$ cat config.mk
export PLATFORM = sky130hd
export DESIGN_NAME = h2d_divider
export DESIGN_NICKNAME = d
export VERILOG_FILES = /design/src/hw/rtl/h2d_pkg.sv /design/src/hw/rtl/h2d_divider.sv
export SDC_FILE = /design/constraint.sdc
export NUM_CORES = 1
export LEC_CHECK = 0
export ABC_AREA = 1
export BUFFER_PORTS_ARGS = -buffer_cell sky130_fd_sc_hd__clkbuf_2
export CAP_MARGIN = 5
export CORE_MARGIN = 2
export CORE_UTILIZATION = 40
export CTS_CLUSTER_SIZE = 25
export DETAILED_ROUTE_END_ITERATION = 16
export PLACE_DENSITY = 0.65
export SLEW_MARGIN = 5
export SYNTH_ARGS = -nofsm -noshare
export SYNTH_HDL_FRONTEND = slang
export SYNTH_SLANG_ARGS = --single-unit
export TNS_END_PERCENT = 100
$ cat constraint.sdc
create_clock -name clk_i -period 2.06 [get_ports clk_i]
set_input_delay 0.412 -clock clk_i [delete_from_list [all_inputs] [get_ports clk_i]]
set_output_delay 0.412 -clock clk_i [all_outputs]
set_load 0.05 [all_outputs]
$ cat src/hw/rtl/h2d_pkg.sv
`timescale 1ns / 1ps
// ----------------------------------------------------------------------------
// h2d_pkg
// Shared types, sizes and codes of the two-dimensional histogram engine.
// ----------------------------------------------------------------------------
package h2d_pkg;

  // Grid size of the count store.
  localparam int unsigned MAX_COLS = 64;
  localparam int unsigned MAX_ROWS = 64;
  localparam int unsigned MAX_DIM  = (MAX_COLS > MAX_ROWS) ? MAX_COLS : MAX_ROWS;
  localparam int unsigned DEPTH    = MAX_COLS * MAX_ROWS;

  localparam int unsigned ADDR_W = $clog2(DEPTH);
  localparam int unsigned AXIS_W = $clog2(MAX_DIM);
  localparam int unsigned USED_W = $clog2(MAX_DIM + 1);

  // Field widths.
  localparam int unsigned COORD_W = 32;
  localparam int unsigned SIZE_W  = 31;
  localparam int unsigned CUSED_W = 7;
  localparam int unsigned COUNT_W = 32;
  localparam int unsigned HIT_W   = 6;
  localparam int unsigned CFG_W   = 32;
  localparam int unsigned CIDX_W  = 3;

  // Bin edges: origin plus size times up to MAX_DIM, kept exact.
  localparam int unsigned EDGE_W = COORD_W + $clog2(MAX_DIM) + 2;

  // Normalized read: count * NORM_SCALE / peak, quotient below 2**NORM_Q_W.
  localparam int unsigned NORM_SCALE = 255;
  localparam int unsigned NORM_Q_W   = 8;
  localparam int unsigned NUM_W      = COUNT_W + NORM_Q_W;

  // Operation codes.
  localparam logic [1:0] OP_ADD   = 2'd0;
  localparam logic [1:0] OP_READ  = 2'd1;
  localparam logic [1:0] OP_CLEAR = 2'd2;

  // Configuration register indexes.
  localparam logic [CIDX_W-1:0] CFG_X_ORIGIN   = 3'd0;
  localparam logic [CIDX_W-1:0] CFG_Y_ORIGIN   = 3'd1;
  localparam logic [CIDX_W-1:0] CFG_BIN_WIDTH  = 3'd2;
  localparam logic [CIDX_W-1:0] CFG_BIN_HEIGHT = 3'd3;
  localparam logic [CIDX_W-1:0] CFG_COLS_USED  = 3'd4;
  localparam logic [CIDX_W-1:0] CFG_ROWS_USED  = 3'd5;
  localparam logic [CIDX_W-1:0] CFG_NORMALIZE  = 3'd6;

  typedef struct packed {
    logic [1:0]                operation;
    logic signed [COORD_W-1:0] x_coord;
    logic signed [COORD_W-1:0] y_coord;
    logic [HIT_W-1:0]          read_col;
    logic [HIT_W-1:0]          read_row;
  } item_t;

  typedef struct packed {
    logic               status;
    logic [HIT_W-1:0]   hit_col;
    logic [HIT_W-1:0]   hit_row;
    logic [COUNT_W-1:0] bin_value;
    logic [COUNT_W-1:0] peak_count;
  } result_t;

  // Number of bins in use along one axis, saturated to 1..maxv.
  function automatic logic [USED_W-1:0] clamp_used(logic [CUSED_W-1:0] v,
                                                   int unsigned maxv);
    logic [USED_W-1:0] r;
    if (v == '0) begin
      r = USED_W'(1);
    end else if (32'(v) > maxv) begin
      r = USED_W'(maxv);
    end else begin
      r = USED_W'(v);
    end
    return r;
  endfunction

endpackage

$ cat src/hw/rtl/h2d_divider.sv
`timescale 1ns / 1ps
// ----------------------------------------------------------------------------
// h2d_divider
// Restoring divider that scales a count by the peak, one quotient bit a cycle.
// ----------------------------------------------------------------------------
module h2d_divider (
  input  logic                           clk_i,
  input  logic                           rst_ni,
  input  logic                           start_i,
  input  logic [h2d_pkg::COUNT_W-1:0]    count_i,
  input  logic [h2d_pkg::COUNT_W-1:0]    peak_i,
  output logic                           done_o,
  output logic [h2d_pkg::NORM_Q_W-1:0]   quot_o
);

  localparam int unsigned NW = h2d_pkg::NUM_W;
  localparam int unsigned QW = h2d_pkg::NORM_Q_W;
  localparam int unsigned SW = $clog2(QW);

  logic          run_q;
  logic          done_q;
  logic [SW-1:0] step_q;
  logic [NW-1:0] rem_q;
  logic [NW-1:0] dsr_q;
  logic [QW-1:0] quot_q;
  logic [NW:0]   diff;

  // The quotient is known to be below 2**QW since the count never exceeds the
  // peak, so the divisor starts shifted by QW-1 places.
  assign diff = {1'b0, rem_q} - {1'b0, dsr_q};

  always_ff @(posedge clk_i or negedge rst_ni) begin
    if (!rst_ni) begin
      run_q  <= 1'b0;
      done_q <= 1'b0;
      step_q <= '0;
      rem_q  <= '0;
      dsr_q  <= '0;
      quot_q <= '0;
    end else begin
      done_q <= 1'b0;
      if (start_i) begin
        run_q  <= 1'b1;
        step_q <= SW'(QW - 1);
        rem_q  <= NW'(count_i) * NW'(h2d_pkg::NORM_SCALE);
        dsr_q  <= NW'(peak_i) << (QW - 1);
        quot_q <= '0;
      end else if (run_q) begin
        if (!diff[NW]) begin
          rem_q <= diff[NW-1:0];
        end
        quot_q <= {quot_q[QW-2:0], ~diff[NW]};
        dsr_q  <= dsr_q >> 1;
        if (step_q == '0) begin
          run_q  <= 1'b0;
          done_q <= 1'b1;
        end else begin
          step_q <= step_q - SW'(1);
        end
      end
    end
  end

  assign done_o = done_q;
  assign quot_o = quot_q;

endmodule

### Word level (Yosys, flattened, before mapping)

Cells that the tools add are included.

* register bits: 93
* bits in latches: 0
* RAM bits: 0
* ROM bits: 0
* bits of input ports: 67
* output and inout port bits: 9
* logic and storage cells: 32
* memories kept: 0

* $add $sub $neg: 2
* $mul: 1
* div/mod/pow operators: 0
* order comparisons: 0
* equality and inequality tests: 2
* shifts and indexed selects: 0
* multiplexer cells: 16
* bitwise gates (word level): 1
* reduce and logical (&&, ||, !) cells: 4

Operator list (number)
* $mux W40: 5
* $sub A40 B40 Y41: 1
* $mul A32 B8 Y40 const B: 1
* $mux W8: 2
* $mux W3: 3
* $mux W1: 6
* $ne A2 B2 Y1 const B: 2
* $reduce_and A2 Y1: 2
* $logic_not A3 Y1: 1
* $sub A3 B1 Y3 const B: 1
* $reduce_bool A2 Y1: 1
* $not A1 Y1: 1

### Logic depth before layout (Yosys ltp)

* depth in word-level cells: 4
* mapped depth: 24
* gate-level depth less buffers: 24

### Least setup slack after synthesis

No wires, ideal clock.

* path kind: input -> register
* start point: input port count_i[6] (netlist bit)
* end point: register rem_q[29]
* library setup time: 116 ps
* data arrival time: 4092 ps
* data required time: 1944 ps
* slack: -2148 ps
* stages on the path: 22
* path buffers: 0
* cells stage by stage: inv_1 > fa_1 > fa_1 > inv_1 > fa_1 > inv_1 > fa_1 > inv_1 > ha_1 > nand2_1 > nor2_1 > nand3_1 > nand3_1 > nand2_1 > nand2_1 > nand2_1 > nand2_1 > nand2_1 > nand3_1 > nand2_1 > nand2_1 > nand2_1

* cells in the longest elaborated chain, start to end: 2

Ends and longest elaborated chain
* start: declaration: line h2d_divider.sv:10 `input logic [h2d_pkg::COUNT_W-1:0] count_i,`
* $mul A32 B8 Y40: line h2d_divider.sv:45 `rem_q <= NW'(count_i) * NW'(h2d_pkg::NORM_SCALE);`
* $mux W40: line h2d_divider.sv:42 `if (start_i) begin`
* end signal: assignment: line h2d_divider.sv:45
* end signal: assignment: line h2d_divider.sv:50 `rem_q <= diff[NW-1:0];`
* end: declaration: line h2d_divider.sv:23 `logic [NW-1:0] rem_q;`

Every way passes these cells.
A chain may end at the register's enable or synchronous reset.

### Final worst setup path

* start point: input port count_i[5] (netlist bit)
* end point: register rem_q[20]

The elaborated chain is that of the path after synthesis.

==> flow_metrics.env <==
export IMPL_startpoint="count_i[5]"
export IMPL_relSlewSlack_pct=72.6
export IMPL_skew_ns=0.0106
export IMPL_rsz0062_at_grt="yes"
export IMPL_reg2reg_to="rem_q[5]"
export IMPL_ant_nets=0
export IMPL_core_um2=34500
export IMPL_required_ns=2.36
export IMPL_yosysSeqAreaShare_pct=16.5
export IMPL_multi_input_area_um2=11000
export IMPL_syn_to_final_growth_pct=40.2
export IMPL_regToRegStartpoint="dsr_q[27]"
export IMPL_avgRoutedWirePerCell_um=13.8
export IMPL_ys_flop_type="dfrtp_1"
export IMPL_reg2regPathDepth=15
export IMPL_cp_depth=22
export IMPL_grt_max_degree=69
export IMPL_n_fill_cell=3293
export IMPL_io_pins=76
export IMPL_final_design_area_no_fill_um2=19600
export IMPL_violations="negative setup slack"
export IMPL_cp_end_kind="register"
export IMPL_cts_tree="done"
export IMPL_initial_utilization_pct=40.5
export IMPL_syn_avg_cell_area_um2=6.74
export IMPL_synth_edf_count=0
export IMPL_antenna_found_initial=0
export IMPL_grt_pass1_vias=14524
export IMPL_hpwlAfterDp_um=33200
export IMPL_yosysWarnings=0
export IMPL_slowest_delay_ns=0.58
export IMPL_die_height_um=191
export IMPL_cpLargestDelayFamily="adder cells"
export IMPL_antenna_cells=0
export IMPL_first_iter_violations=610
export IMPL_netlist_area_um2=13900
export IMPL_start_kind="input pin"
export IMPL_die_area_um2=36400
export IMPL_cp_max_fo=4
export IMPL_vias=14019
export IMPL_drive_above_1_share_pct=32.9
export IMPL_first_pass_iters=5
export IMPL_crit_path_end="rem_q[20]"
export IMPL_grt_pass1_wl_um=68500
export IMPL_finalWeightedCongestion=0.935
export IMPL_route_detailed_drc=0
export IMPL_hold_path_class="input pin to register"
export IMPL_wl_um=40500
export IMPL_gr_total_overflow=0
export IMPL_postSynthCellCount=2068
export IMPL_placed_area_um2=17600
export IMPL_clk_pin_slew_worst_paths_ns=0.07
export IMPL_finalWorstSetupSlack_ns=-2.06
export IMPL_holdWs_ns=0.272
export IMPL_cts_buffers=9
export IMPL_tightest_slew_ns=0.411
export IMPL_synthArstFlopShare_pct=100
export IMPL_crit_buf_inv=6
export IMPL_cp_arrival_ns=4.42
export IMPL_slew_viol_final=0
export IMPL_vias_per_cell=4.78
export IMPL_hold_viol_final=0
export IMPL_nets=2791
export IMPL_synth_ff_latch_count=92
export IMPL_max_freq_ghz=0.243
export IMPL_htreeDepth=3
export IMPL_cts_sinks=92
export IMPL_syn_nets=2387
export IMPL_regArea_um2=2300
export IMPL_worstPathCellList="buf_8 > clkinvlp_4 > buf_6 > fa_2 > fa_1 > inv_2 > fa_1 > inv_1 > fa_1 > inv_2 > ha_4 > nand2_4 > nor2_4 > nand3_2 > nand3_4 > nand2_2 > nand2_4 > xor2_1 > nand2_1 > nand2_1 > nand2_2 > nand2_1"
export IMPL_path_class="input pin to register"
export IMPL_critPathSlowestCell="fa_1"
export IMPL_root_buffer="clkbuf_16"
export IMPL_die_w_um=191
export IMPL_rows=68
export IMPL_port_buffers=75
export IMPL_setup_violations=41
export IMPL_clockBufferDepth=2
export IMPL_clock_latency_ns=0.36
export IMPL_status="complete, but fails checks"
export IMPL_final_min_clock_period_ns=4.12
export IMPL_synth_cell_types=40
export IMPL_period_share_pct=200
export IMPL_drv_cap=0
export IMPL_track_usage_pct=23.3
export IMPL_reg2reg_slack_ns=-0.33
## sequential cells by signal, indices dropped and copies added, names as in the netlist
name,flops
rem_q,40
dsr_q,39
done_o,1
quot_o,8
step_q,3
run_q,1
## synth_stat cells, types with 6 or more instances
| library cell | count | area share (%) |
|---|---|---|
| fa_1 | 151 | 22 |
| o21bai_1 | 6 | 0.32 |
| nor3_1 | 18 | 0.65 |
| ha_1 | 101 | 9.1 |
| dfrtp_1 | 92 | 17 |
| nand2_1 | 586 | 16 |
| inv_1 | 522 | 14 |
| nor2_1 | 121 | 3.3 |
| o22ai_1 | 15 | 0.67 |
| xor2_1 | 10 | 0.63 |
| nand2_2 | 21 | 0.94 |
| clkbuf_1 | 21 | 0.57 |
| a21oi_1 | 88 | 3.2 |
| o21ai_0 | 156 | 5.6 |
| nand3_1 | 99 | 3.6 |
## cell type report
cell class	instances	share of cell area (%)
flip-flops and latches	92	11.8
repair buffers	426	17.1
clock inverters	7	0.384
clock buffers	9	1.15
well taps	455	2.91
multi-input cells	1418	56.5
inverters	525	10.2
## worst min-delay path, stage by stage
cell and delay (ns):
clkbuf_2 0.07, o21ai_0 0.05, o21ai_0 0.06
## cells in the final DEF, fill, tap and decap left out, drive strengths merged, types with 3 or more instances in the layout
cell / Yosys / routed
a21oi: 89 / 89
a31oi: 5 / 5
and2: 5 / 5
buf: 12 / 362
clkbuf: 21 / 72
clkinv: 1 / 5
clkinvlp: 0 / 7
dfrtp: 92 / 92
fa: 151 / 151
ha: 101 / 101
inv: 524 / 519
nand2: 611 / 611
nand3: 101 / 101
nand3b: 5 / 5
nand4: 3 / 3
nor2: 126 / 126
nor3: 18 / 18
o211ai: 3 / 3
o21ai: 156 / 156
o21bai: 6 / 6
o22ai: 15 / 15
xnor2: 5 / 5
xor2: 10 / 10
## logic make-up after synthesis
group / synth area share [%]
simple gates: 25.7
buf+inv: 15.6
compound gates: 10.5
fa+ha+maj: 30.7
flops: 16.5
xor+xnor: 0.942
## worst min-delay path by stage
stage	cells after the start	start	slack [ns]	to
floorplan	0	rst_ni	0.12	done_o
global placement	1	rst_ni	0.36	quot_o[3]
detailed placement	1	rst_ni	0.36	quot_o[4]
CTS	3	peak_i[28]	0.26	dsr_q[35]
global route	3	peak_i[19]	0.28	dsr_q[26]
finish	3	peak_i[28]	0.27	dsr_q[35]
## per-layer routing
metal / GRT usage, % / wire (um)
met1: 28.9 / 17700
met3: 2.15 / 1050
met2: 42.9 / 20600
met5: 0 / 0
met4: 6.35 / 1110
## timing repair
| action | 4_1_cts | 5_1_grt |
|---|---|---|
| cloned | 1 | 0 |
| resized for setup | 169 | 171 |
| setup buffers | 24 | 18 |
| hold buffers | 1 | 0 |
| pin swaps | 90 | 131 |
| endpoints found under the hold margin | 24 | 0 |
| endpoints found under the setup margin | 41 | 41 |
## stage by stage
stage          utilization, %  TNS (ns)  setup WS (ns)  std cells
3_3_place_gp             51.2    -80.22          -2.44       2875
6_report                 56.7    -67.74          -2.06       2932
4_1_cts                  54.7    -64.96          -1.95       2917
5_1_grt                  56.7    -74.63          -2.29       2932
3_5_place_dp             51.2    -81.77          -2.47       2875
2_1_floorplan               -    -62.52          -1.91       2068
Power is not shown: default switching activity piles up to over one toggle a cycle in this logic, so the estimate is an artifact.
